`config.mk`:
```
export PLATFORM = sky130hd
export DESIGN_NAME = postfix_expression_evaluator_flat
export DESIGN_NICKNAME = d
export VERILOG_FILES = /design/src/sv/pee_pkg.sv /design/src/sv/pee_req_if.sv /design/src/sv/pee_rsp_if.sv /design/src/sv/pee_ram.sv /design/src/sv/pee_alu.sv /design/src/sv/postfix_expression_evaluator.sv /design/src/flat_wrapper.sv
export SDC_FILE = /design/constraint.sdc
export NUM_CORES = 2
export LEC_CHECK = 0
export CAP_MARGIN = 0
export CELL_PAD_IN_SITES_DETAIL_PLACEMENT = 0
export CELL_PAD_IN_SITES_GLOBAL_PLACEMENT = 1
export CORE_MARGIN = 2
export CORE_UTILIZATION = 56
export CTS_CLUSTER_DIAMETER = 60
export DETAILED_ROUTE_END_ITERATION = 7
export DONT_BUFFER_PORTS = 1
export PLACE_DENSITY_LB_ADDON = 0.1
export REMOVE_ABC_BUFFERS = 1
export SETUP_SLACK_MARGIN = 0.5
export SYNTH_ARGS = -nofsm -noshare
export SYNTH_HDL_FRONTEND = slang
export SYNTH_SLANG_ARGS = --single-unit
export TNS_END_PERCENT = 20
```
`constraint.sdc`:
```
create_clock -name clock -period 11 [get_ports clock]
set_clock_uncertainty 0.15 [all_clocks]
set_input_delay 1.65 -clock clock [delete_from_list [all_inputs] [get_ports clock]]
set_output_delay 1.65 -clock clock [all_outputs]
set_load 0.01 [all_outputs]
```
`src/sv/pee_pkg.sv`:
```
//==============================================================================
// pee_pkg
// Shared types and constants of the postfix expression evaluator.
//==============================================================================
package pee_pkg;

   localparam int DATA_W          = 32;
   localparam int SYM_W           = 8;
   localparam int STACK_DEPTH_DEF = 64;

   localparam logic [SYM_W-1:0]  SYM_ZERO  = 8'd48;
   localparam logic [SYM_W-1:0]  SYM_PLUS  = 8'd43;
   localparam logic [SYM_W-1:0]  SYM_MINUS = 8'd45;
   localparam logic [SYM_W-1:0]  SYM_STAR  = 8'd42;
   localparam logic [SYM_W-1:0]  SYM_SLASH = 8'd47;
   localparam logic [DATA_W-1:0] NEG_ONE   = '1;

   typedef enum logic [1:0] {
      OP_ADD,
      OP_SUB,
      OP_MUL,
      OP_DIV
   } alu_op_type;

   typedef struct packed {
      logic       start;
      alu_op_type op;
   } alu_req_type;

   typedef struct packed {
      logic done;
      logic div0;
   } alu_rsp_type;

endpackage

```
`src/sv/pee_req_if.sv`:
```
//==============================================================================
// pee_req_if
// Input channel: one expression character per item.
//==============================================================================
interface pee_req_if;

   logic       valid;
   logic       ready;
   logic [7:0] symbol;
   logic       last;

   modport source (output valid, output symbol, output last, input ready);
   modport sink   (input valid, input symbol, input last, output ready);

endinterface

```
`src/sv/pee_rsp_if.sv`:
```
//==============================================================================
// pee_rsp_if
// Result channel: value of an expression and its error flags.
//==============================================================================
interface pee_rsp_if;

   logic               valid;
   logic               ready;
   logic signed [31:0] value;
   logic               underflow;
   logic               overflow;
   logic               div_by_zero;

   modport source (output valid, output value, output underflow, output overflow,
                   output div_by_zero, input ready);
   modport sink   (input valid, input value, input underflow, input overflow,
                   input div_by_zero, output ready);

endinterface

```
`src/sv/pee_ram.sv`:
```
//==============================================================================
// pee_ram
// Generic single-write, single-read RAM with registered read data.
//==============================================================================
module pee_ram #(
   parameter int WIDTH = 32,
   parameter int DEPTH = 64
) (
   input  logic                     clock,
   input  logic                     wr_en,
   input  logic [$clog2(DEPTH)-1:0] wr_addr,
   input  logic [WIDTH-1:0]         wr_data,
   input  logic                     rd_en,
   input  logic [$clog2(DEPTH)-1:0] rd_addr,
   output logic [WIDTH-1:0]         rd_data
);

   logic [WIDTH-1:0] mem_ff [DEPTH];
   logic [WIDTH-1:0] rd_data_ff;

   always_ff @(posedge clock) begin
      if (wr_en) begin
         mem_ff[wr_addr] <= wr_data;
      end
      if (rd_en) begin
         rd_data_ff <= mem_ff[rd_addr];
      end
   end

   assign rd_data = rd_data_ff;

endmodule

```
`src/sv/pee_alu.sv`:
```
//==============================================================================
// pee_alu
// Shared arithmetic unit: add, subtract and multiply with a registered result,
// signed division truncating toward zero by a restoring divider, one bit per cycle.
//==============================================================================
module pee_alu
   import pee_pkg::*;
(
   input  logic              clock,
   input  logic              reset,
   input  alu_req_type       req,
   input  logic [DATA_W-1:0] lhs,
   input  logic [DATA_W-1:0] rhs,
   output alu_rsp_type       rsp,
   output logic [DATA_W-1:0] result
);

   localparam int CNT_W = $clog2(DATA_W);

   logic              busy_ff, busy_in;
   logic              fix_ff, fix_in;
   logic              done_ff, done_in;
   logic              div0_ff, div0_in;
   logic [CNT_W-1:0]  cnt_ff, cnt_in;
   logic              neg_ff, neg_in;
   logic [DATA_W-1:0] quo_ff, quo_in;
   logic [DATA_W-1:0] rem_ff, rem_in;
   logic [DATA_W-1:0] dvsr_ff, dvsr_in;
   logic [DATA_W-1:0] res_ff, res_in;
   logic [DATA_W:0]   trial;

   assign trial = {rem_ff, quo_ff[DATA_W-1]} - {1'b0, dvsr_ff};

   always_comb begin
      busy_in = busy_ff;
      fix_in  = fix_ff;
      done_in = 1'b0;
      div0_in = 1'b0;
      cnt_in  = cnt_ff;
      neg_in  = neg_ff;
      quo_in  = quo_ff;
      rem_in  = rem_ff;
      dvsr_in = dvsr_ff;
      res_in  = res_ff;
      if (req.start) begin
         case (req.op)
            OP_ADD: begin
               res_in  = lhs + rhs;
               done_in = 1'b1;
            end
            OP_SUB: begin
               res_in  = lhs - rhs;
               done_in = 1'b1;
            end
            OP_MUL: begin
               res_in  = lhs * rhs;
               done_in = 1'b1;
            end
            OP_DIV: begin
               if (rhs == '0) begin
                  res_in  = '0;
                  div0_in = 1'b1;
                  done_in = 1'b1;
               end else begin
                  // Divide magnitudes; the sign is applied in the fix-up cycle.
                  neg_in  = lhs[DATA_W-1] ^ rhs[DATA_W-1];
                  quo_in  = lhs[DATA_W-1] ? (DATA_W'(0) - lhs) : lhs;
                  dvsr_in = rhs[DATA_W-1] ? (DATA_W'(0) - rhs) : rhs;
                  rem_in  = '0;
                  cnt_in  = '0;
                  busy_in = 1'b1;
               end
            end
            default: begin
               done_in = 1'b1;
            end
         endcase
      end else if (busy_ff) begin
         if (!trial[DATA_W]) begin
            rem_in = trial[DATA_W-1:0];
            quo_in = {quo_ff[DATA_W-2:0], 1'b1};
         end else begin
            rem_in = {rem_ff[DATA_W-2:0], quo_ff[DATA_W-1]};
            quo_in = {quo_ff[DATA_W-2:0], 1'b0};
         end
         cnt_in = cnt_ff + CNT_W'(1);
         if (cnt_ff == CNT_W'(DATA_W - 1)) begin
            busy_in = 1'b0;
            fix_in  = 1'b1;
         end
      end else if (fix_ff) begin
         fix_in  = 1'b0;
         res_in  = neg_ff ? (DATA_W'(0) - quo_ff) : quo_ff;
         done_in = 1'b1;
      end
   end

   always_ff @(posedge clock) begin
      if (reset) begin
         busy_ff <= 1'b0;
         fix_ff  <= 1'b0;
         done_ff <= 1'b0;
         div0_ff <= 1'b0;
         cnt_ff  <= '0;
      end else begin
         busy_ff <= busy_in;
         fix_ff  <= fix_in;
         done_ff <= done_in;
         div0_ff <= div0_in;
         cnt_ff  <= cnt_in;
      end
   end

   always_ff @(posedge clock) begin
      neg_ff  <= neg_in;
      quo_ff  <= quo_in;
      rem_ff  <= rem_in;
      dvsr_ff <= dvsr_in;
      res_ff  <= res_in;
   end

   assign rsp.done = done_ff;
   assign rsp.div0 = div0_ff;
   assign result   = res_ff;

endmodule

```
`src/sv/postfix_expression_evaluator.sv`:
```
//==============================================================================
// postfix_expression_evaluator
// Evaluates a postfix expression given one character per item. An operand
// character is pushed as its code minus 48; an operator pops the right and
// the left operand, computes in 32-bit two's complement and pushes the
// result. On the item marked last the top of the stack (or -1 if empty) is
// returned with the sticky underflow, overflow and divide-by-zero flags, and
// the stack is cleared. The stack lives in a RAM of STACK_DEPTH words. The
// block takes one item at a time and is not ready while it works on it: an
// operand is pushed, an operator pops its operands, runs the shared arithmetic
// unit (a division through its bit-serial divider) and pushes the result, and
// the item marked last then reads the top of the stack and waits until the
// output register is free. The result sits in an output register, so the next
// item can be taken while it waits to be accepted.
//==============================================================================
module postfix_expression_evaluator
   import pee_pkg::*;
#(
   parameter int STACK_DEPTH = STACK_DEPTH_DEF
) (
   input logic        clock,
   input logic        reset,
   pee_req_if.sink    req_chan,
   pee_rsp_if.source  rsp_chan
);

   localparam int AW = $clog2(STACK_DEPTH);
   localparam int CW = $clog2(STACK_DEPTH + 1);

   typedef enum logic [7:0] {
      ST_IDLE  = 8'b0000_0001,
      ST_POP_R = 8'b0000_0010,
      ST_POP_L = 8'b0000_0100,
      ST_EXEC  = 8'b0000_1000,
      ST_WAIT  = 8'b0001_0000,
      ST_PUSH  = 8'b0010_0000,
      ST_TOP   = 8'b0100_0000,
      ST_LOAD  = 8'b1000_0000
   } state_type;

   state_type         state_ff, state_in;
   logic [CW-1:0]     count_ff, count_in;
   logic              last_ff, last_in;
   alu_op_type        op_ff, op_in;
   logic              rhs_ok_ff, rhs_ok_in;
   logic              lhs_ok_ff, lhs_ok_in;
   logic [DATA_W-1:0] rhs_ff, rhs_in;
   logic [DATA_W-1:0] val_ff, val_in;
   logic              under_ff, under_in;
   logic              over_ff, over_in;
   logic              dz_ff, dz_in;
   logic              rsp_valid_ff, rsp_valid_in;
   logic [DATA_W-1:0] rsp_value_ff, rsp_value_in;
   logic              rsp_under_ff, rsp_under_in;
   logic              rsp_over_ff, rsp_over_in;
   logic              rsp_dz_ff, rsp_dz_in;

   logic              wr_en;
   logic              rd_en;
   logic [AW-1:0]     rd_addr;
   logic [DATA_W-1:0] rd_data;
   logic [CW-1:0]     count_m1;
   logic              is_op;
   logic              stack_empty;
   logic              stack_full;
   alu_req_type       alu_req;
   alu_rsp_type       alu_rsp;
   logic [DATA_W-1:0] alu_lhs;
   logic [DATA_W-1:0] alu_result;

   assign count_m1    = count_ff - CW'(1);
   assign rd_addr     = count_m1[AW-1:0];
   assign stack_empty = (count_ff == '0);
   assign stack_full  = (count_ff == CW'(STACK_DEPTH));
   assign is_op       = (req_chan.symbol == SYM_PLUS) || (req_chan.symbol == SYM_MINUS) ||
                        (req_chan.symbol == SYM_STAR) || (req_chan.symbol == SYM_SLASH);
   assign alu_lhs     = lhs_ok_ff ? rd_data : NEG_ONE;

   always_comb begin
      state_in     = state_ff;
      count_in     = count_ff;
      last_in      = last_ff;
      op_in        = op_ff;
      rhs_ok_in    = rhs_ok_ff;
      lhs_ok_in    = lhs_ok_ff;
      rhs_in       = rhs_ff;
      val_in       = val_ff;
      under_in     = under_ff;
      over_in      = over_ff;
      dz_in        = dz_ff;
      rsp_valid_in = rsp_valid_ff && !rsp_chan.ready;
      rsp_value_in = rsp_value_ff;
      rsp_under_in = rsp_under_ff;
      rsp_over_in  = rsp_over_ff;
      rsp_dz_in    = rsp_dz_ff;
      wr_en        = 1'b0;
      rd_en        = 1'b0;
      alu_req      = '{start: 1'b0, op: op_ff};

      case (state_ff)
         ST_IDLE: begin
            if (req_chan.valid) begin
               last_in = req_chan.last;
               val_in  = {{(DATA_W - SYM_W){1'b0}}, req_chan.symbol} - DATA_W'(SYM_ZERO);
               case (req_chan.symbol)
                  SYM_PLUS:  op_in = OP_ADD;
                  SYM_MINUS: op_in = OP_SUB;
                  SYM_STAR:  op_in = OP_MUL;
                  default:   op_in = OP_DIV;
               endcase
               state_in = is_op ? ST_POP_R : ST_PUSH;
            end
         end
         ST_POP_R: begin
            rhs_ok_in = !stack_empty;
            if (stack_empty) begin
               under_in = 1'b1;
            end else begin
               rd_en    = 1'b1;
               count_in = count_m1;
            end
            state_in = ST_POP_L;
         end
         ST_POP_L: begin
            rhs_in    = rhs_ok_ff ? rd_data : NEG_ONE;
            lhs_ok_in = !stack_empty;
            if (stack_empty) begin
               under_in = 1'b1;
            end else begin
               rd_en    = 1'b1;
               count_in = count_m1;
            end
            state_in = ST_EXEC;
         end
         ST_EXEC: begin
            alu_req.start = 1'b1;
            state_in      = ST_WAIT;
         end
         ST_WAIT: begin
            if (alu_rsp.done) begin
               val_in   = alu_result;
               dz_in    = dz_ff | alu_rsp.div0;
               state_in = ST_PUSH;
            end
         end
         ST_PUSH: begin
            if (stack_full) begin
               over_in = 1'b1;
            end else begin
               wr_en    = 1'b1;
               count_in = count_ff + CW'(1);
            end
            state_in = last_ff ? ST_TOP : ST_IDLE;
         end
         ST_TOP: begin
            rd_en    = !stack_empty;
            state_in = ST_LOAD;
         end
         ST_LOAD: begin
            // Hold here until the output register is free.
            if (!rsp_valid_ff || rsp_chan.ready) begin
               rsp_valid_in = 1'b1;
               rsp_value_in = stack_empty ? NEG_ONE : rd_data;
               rsp_under_in = under_ff | stack_empty;
               rsp_over_in  = over_ff;
               rsp_dz_in    = dz_ff;
               count_in     = '0;
               under_in     = 1'b0;
               over_in      = 1'b0;
               dz_in        = 1'b0;
               state_in     = ST_IDLE;
            end
         end
         default: begin
            state_in = ST_IDLE;
         end
      endcase
   end

   always_ff @(posedge clock) begin
      if (reset) begin
         state_ff     <= ST_IDLE;
         count_ff     <= '0;
         under_ff     <= 1'b0;
         over_ff      <= 1'b0;
         dz_ff        <= 1'b0;
         rsp_valid_ff <= 1'b0;
      end else begin
         state_ff     <= state_in;
         count_ff     <= count_in;
         under_ff     <= under_in;
         over_ff      <= over_in;
         dz_ff        <= dz_in;
         rsp_valid_ff <= rsp_valid_in;
      end
   end

   always_ff @(posedge clock) begin
      last_ff      <= last_in;
      op_ff        <= op_in;
      rhs_ok_ff    <= rhs_ok_in;
      lhs_ok_ff    <= lhs_ok_in;
      rhs_ff       <= rhs_in;
      val_ff       <= val_in;
      rsp_value_ff <= rsp_value_in;
      rsp_under_ff <= rsp_under_in;
      rsp_over_ff  <= rsp_over_in;
      rsp_dz_ff    <= rsp_dz_in;
   end

   pee_ram #(
      .WIDTH (DATA_W),
      .DEPTH (STACK_DEPTH)
   ) u_stack (
      .clock   (clock),
      .wr_en   (wr_en),
      .wr_addr (count_ff[AW-1:0]),
      .wr_data (val_ff),
      .rd_en   (rd_en),
      .rd_addr (rd_addr),
      .rd_data (rd_data)
   );

   pee_alu u_alu (
      .clock  (clock),
      .reset  (reset),
      .req    (alu_req),
      .lhs    (alu_lhs),
      .rhs    (rhs_ff),
      .rsp    (alu_rsp),
      .result (alu_result)
   );

   assign req_chan.ready       = (state_ff == ST_IDLE);
   assign rsp_chan.valid       = rsp_valid_ff;
   assign rsp_chan.value       = rsp_value_ff;
   assign rsp_chan.underflow   = rsp_under_ff;
   assign rsp_chan.overflow    = rsp_over_ff;
   assign rsp_chan.div_by_zero = rsp_dz_ff;

endmodule

```
`src/flat_wrapper.sv`:
```
// flat-port wrapper written by rule: the top's interface ports become plain ports
module postfix_expression_evaluator_flat import pee_pkg::*;
#(
   parameter int STACK_DEPTH = STACK_DEPTH_DEF
)
  (clock, reset, req_chan_valid, req_chan_symbol, req_chan_last, req_chan_ready, rsp_chan_valid, rsp_chan_value, rsp_chan_underflow, rsp_chan_overflow, rsp_chan_div_by_zero, rsp_chan_ready);
  pee_req_if req_chan_i ();
  pee_rsp_if rsp_chan_i ();
  input logic clock;
  input logic reset;
  input wire logic [$bits(req_chan_i.valid)-1:0] req_chan_valid;
  input wire logic [$bits(req_chan_i.symbol)-1:0] req_chan_symbol;
  input wire logic [$bits(req_chan_i.last)-1:0] req_chan_last;
  output wire logic [$bits(req_chan_i.ready)-1:0] req_chan_ready;
  output wire logic [$bits(rsp_chan_i.valid)-1:0] rsp_chan_valid;
  output wire logic [$bits(rsp_chan_i.value)-1:0] rsp_chan_value;
  output wire logic [$bits(rsp_chan_i.underflow)-1:0] rsp_chan_underflow;
  output wire logic [$bits(rsp_chan_i.overflow)-1:0] rsp_chan_overflow;
  output wire logic [$bits(rsp_chan_i.div_by_zero)-1:0] rsp_chan_div_by_zero;
  input wire logic [$bits(rsp_chan_i.ready)-1:0] rsp_chan_ready;
  assign req_chan_i.valid = req_chan_valid;
  assign req_chan_i.symbol = req_chan_symbol;
  assign req_chan_i.last = req_chan_last;
  assign req_chan_ready = req_chan_i.ready;
  assign rsp_chan_valid = rsp_chan_i.valid;
  assign rsp_chan_value = rsp_chan_i.value;
  assign rsp_chan_underflow = rsp_chan_i.underflow;
  assign rsp_chan_overflow = rsp_chan_i.overflow;
  assign rsp_chan_div_by_zero = rsp_chan_i.div_by_zero;
  assign rsp_chan_i.ready = rsp_chan_ready;
  postfix_expression_evaluator #(.STACK_DEPTH(STACK_DEPTH)) u_core (.clock(clock), .reset(reset), .req_chan(req_chan_i), .rsp_chan(rsp_chan_i));
endmodule
```
==> results_tabular.tex <==
\begin{tabular}{lr}
\hline
Metric & Value \\
\hline
\multicolumn{2}{l}{\textbf{Place}} \\
DP Cell Count & 9088 \\
Pre-CTS setup slack & 2.30 ns \\
Sum of net half-perimeters after detailed placement & 176000 um \\
Buffers added on ports & 0 \\
Placer's final routability congestion estimate & 0.926 \\
\multicolumn{2}{l}{\textbf{Final layout}} \\
Final non-filler cell total & 9527 \\
Number of fill cells in the layout & 14200 \\
Fin nets & 7305 \\
Fraction of final layout cells sized beyond drive strength 1 & 19.6\% \\
Register area & 70000 um2 \\
Total area of multi-input combinational cells & 38700 um2 \\
Fraction of the core area covered by cells at the end of the flow & 62.4\% \\
Layout overhead on the synthesized area & 10.7\% \\
\multicolumn{2}{l}{\textbf{Clocking}} \\
Number of buffers created by CTS & 235 \\
Insertion delay to the later sink of the worst-skew pair & 0.88 ns \\
Level count of the clock H-tree & 4 \\
\# clock sinks & 2341 \\
TritonCTS clock tree & built \\
Hold buffer count at cts & 0 \\
Resize count post-CTS & 0 \\
Reg clk slew, reported paths & 0.06 ns \\
Library cell used as clock root buffer & clkbuf\_16 \\
Maximum clock path buffer count & 3 \\
Total setup buffers inserted after CTS & 0 \\
\multicolumn{2}{l}{\textbf{Timing}} \\
Final worst-path cycle share & 79.5\% \\
Setup TNS & 0 ns \\
Slew at the pin closest to its max-slew limit & 1.38 ns \\
Number of hold violations in the final report & 0 \\
Hold Worst Slack & 0.287 ns \\
Total of endpoints with negative setup slack in the final report & 0 \\
Post-route minimum period & 8.75 ns \\
Final Slew Violations & 0 \\
Worst relative slew slack & 7.24\% \\
Setup repair after global routing missed its margin & no \\
Peak Freq & 114 MHz \\
Least setup slack across all paths after layout & 2.25 ns \\
\multicolumn{2}{l}{\textbf{Yosys}} \\
Dominant cell type by area after synthesis & edfxtp\_1 \\
Mapped Cells & 6599 \\
Average cell area after synthesis & 16.8 um2 \\
Ranking of synthesized cells by area & edfxtp\_1 62\%, mux4\_2 13\%, fa\_1 7.4\% \\
Cell area after technology mapping & 111000 um2 \\
Synth warn & 0 \\
Top\_reg\_cell synth & edfxtp\_1 \\
Share of flip-flops with an asynchronous set or reset after synthesis & 0\% \\
Unique masters post-synth & 79 \\
Number of enable-type register cells in the synthesized netlist & 2313 \\
Sequential fraction of the synthesis area & 63.0\% \\
Number of flip-flops and latches in the synthesized netlist & 2341 \\
Post-synth top area share & 62.5\% \\
\multicolumn{2}{l}{\textbf{Die}} \\
Number of placed I/O pins & 50 \\
Total number of placement rows & 163 \\
Area inside the core boundary & 197000 um2 \\
Effective utilization at floorplan & 56.4\% \\
Die Area & 202000 um2 \\
Width of the die & 450 um \\
Chip height & 450 um \\
\multicolumn{2}{l}{\textbf{Power and ir drop}} \\
Power per standard cell area & 169 nW/um2 \\
LEAKAGE & 41.6 nW \\
VDD IR-drop max & 190 uV \\
\multicolumn{2}{l}{\textbf{Setup path}} \\
Sort of element at the start of the critical path & register \\
Worst path max stage delay & 0.72 ns \\
Crit. End Element & register \\
Arrival @ worst endpoint & 9.29 ns \\
Crit Path Category & register to register \\
Worst path top cell family by delay & adder cells \\
Cell with the largest stage delay on the worst path & nand2b\_1 \\
Bufs and invs on worst path & 5 \\
Data required time of the critical path & 11.54 ns \\
Dominant cell type by count on the critical path & fa\_1 \\
Largest fanout on the critical path & 34 \\
\multicolumn{2}{l}{\textbf{Drt}} \\
Drt total wl & 299000 um \\
DRC violation total after the first TritonRoute iteration & 7013 \\
Average detailed-routed wire length per instance & 31.4 um \\
Vias per std cell & 6.33 \\
Total number of vias & 60300 \\
Post-route DRC violation count & 0 \\
Count of TritonRoute iterations in the first routing pass & 8 \\
Final ANT Viol Nets & 0 \\
\multicolumn{2}{l}{\textbf{Global routing}} \\
First-pass GRT wire length & 434000 um \\
Initial antenna violation count & 7 \\
Overall global routing resource usage & 30.0\% \\
Via count of the first global-routing pass & 61900 \\
Maximum number of pins on one net before global-route repair & 117 \\
Overflow left after global routing & 0 \\
\multicolumn{2}{l}{\textbf{Min path}} \\
Min-delay worst type & register to register \\
\multicolumn{2}{l}{\textbf{Job}} \\
Maximum capacitance violations & 0 \\
\multicolumn{2}{l}{\textbf{Outcome}} \\
Status & finished clean \\
\hline
\end{tabular}
worst register-to-register path, delay by kind of cell, from the launching register on:
kind / cells / cell delay [ns]
fa+ha+maj: 9 / 4.28
simple gates: 7 / 2.29
compound gates: 4 / 0.79
buf+inv: 5 / 0.61
flops: 1 / 0.32
xor+xnor: 1 / 0.15
Yosys cell counts (all sizes together) (45+ instances only):
library cell	count
a21o	62
xnor2	160
nand2	442
ha	197
a31oi	47
a21oi	139
a211oi	45
and2	343
mux4	640
nor2	184
edfxtp	2313
xor2	103
buf	64
o31ai	56
inv	446
fa	410
o21ai	111
clkbuf	315
nand2b	85
state kept, by name, indices dropped and copies added (netlist names), 2 cells and up:
| name | count |
|---|---|
| u_core.count_ff | 7 |
| u_core.op_ff | 2 |
| u_core.rhs_ff | 32 |
| u_core.rsp_chan.value | 32 |
| u_core.state_ff | 8 |
| u_core.u_alu.cnt_ff | 5 |
| u_core.u_alu.dvsr_ff | 32 |
| u_core.u_alu.quo_ff | 32 |
| u_core.u_alu.rem_ff | 32 |
| u_core.u_alu.result | 32 |
| u_core.u_stack.mem_ff | 2048 |
| u_core.u_stack.rd_data | 32 |
| u_core.val_ff | 32 |
worst paths after layout:
path                     from                          end  slack (ns)  depth (start not counted)
max reg2reg  u_core.lhs_ok_ff      u_core.u_alu.result[29]        2.25                         26
max          u_core.lhs_ok_ff      u_core.u_alu.result[29]        2.25                         26
min reg2reg      u_core.dz_ff  u_core.rsp_chan.div_by_zero        0.29                          0
min              u_core.dz_ff  u_core.rsp_chan.div_by_zero        0.29                          0
cell usage in the layout (no fill, tap or decap), drive strengths merged, types with 13 or more instances in the layout:
| cell | count |
|---|---|
| nand4 | 33 |
| nand2b | 85 |
| inv | 456 |
| dfxtp | 28 |
| o31ai | 56 |
| clkbuf | 283 |
| and3 | 13 |
| or2 | 41 |
| and2 | 343 |
| a221oi | 18 |
| xnor2 | 160 |
| nand2 | 442 |
| nor2 | 184 |
| ha | 197 |
| nor4 | 14 |
| nor3 | 41 |
| xor2 | 103 |
| or3 | 32 |
| mux4 | 640 |
| bufinv | 14 |
| o21a | 19 |
| a21o | 62 |
| or4 | 18 |
| a21oi | 139 |
| edfxtp | 2313 |
| nor2b | 19 |
| a211oi | 45 |
| fa | 410 |
| buf | 228 |
| o21ai | 111 |
| a31oi | 47 |
| clkinv | 119 |
| nand3 | 41 |
final cells by class:
cell class | count | area share (%)
flip-flops and latches | 2341 | 56.9
multi-input cells | 3433 | 31.4
clock buffers | 283 | 4.98
well taps | 2640 | 2.68
repair buffers | 228 | 1.47
inverters | 446 | 1.36
clock inverters | 151 | 1.16
diodes | 5 | 0.0102
report_power, final:
group / switching (W) / internal (W) / total (W)
clock network: 0.00343 / 0.00433 / 0.00776
logic: 0.00183 / 0.000905 / 0.00273
registers: 0.0000649 / 0.0103 / 0.0103
routing by layer:
layer,wire length (um),vias to the layer above,global-route usage (%),part of all wire [%]
met2,147000,2594,48.8,49
met3,22600,458,3.85,7.5
li1,-,25100,-,-
met5,24,-,0,0.0080
met4,11400,4,10.6,3.8
met1,118000,32100,42.3,40
through the flow:
stage | total power [W] | instance area (um2)
after CTS | 0.0209 | 123000
after floorplan | 0.0129 | 110000
after global placement | 0.0132 | 115000
after global routing | 0.0214 | 123000
after detailed placement | 0.0133 | 115000
final | 0.0208 | 123000
kinds of logic (layout without fill, tap and decap cells):
family	count (synthesis)	after routing	synth area share, %
DFF	2341	2341	63.0
and+or+nand+nor	1336	1336	6.12
buffers and inverters	825	1108	2.79
muxes	644	644	13.0
adders and majority gates	607	607	9.60
AOI/OAI and AO/OA	583	583	3.42
xor gates and xnor gates	263	263	2.07
other	0	5	0
No activity file was read; power rests on OpenSTA's default activity.
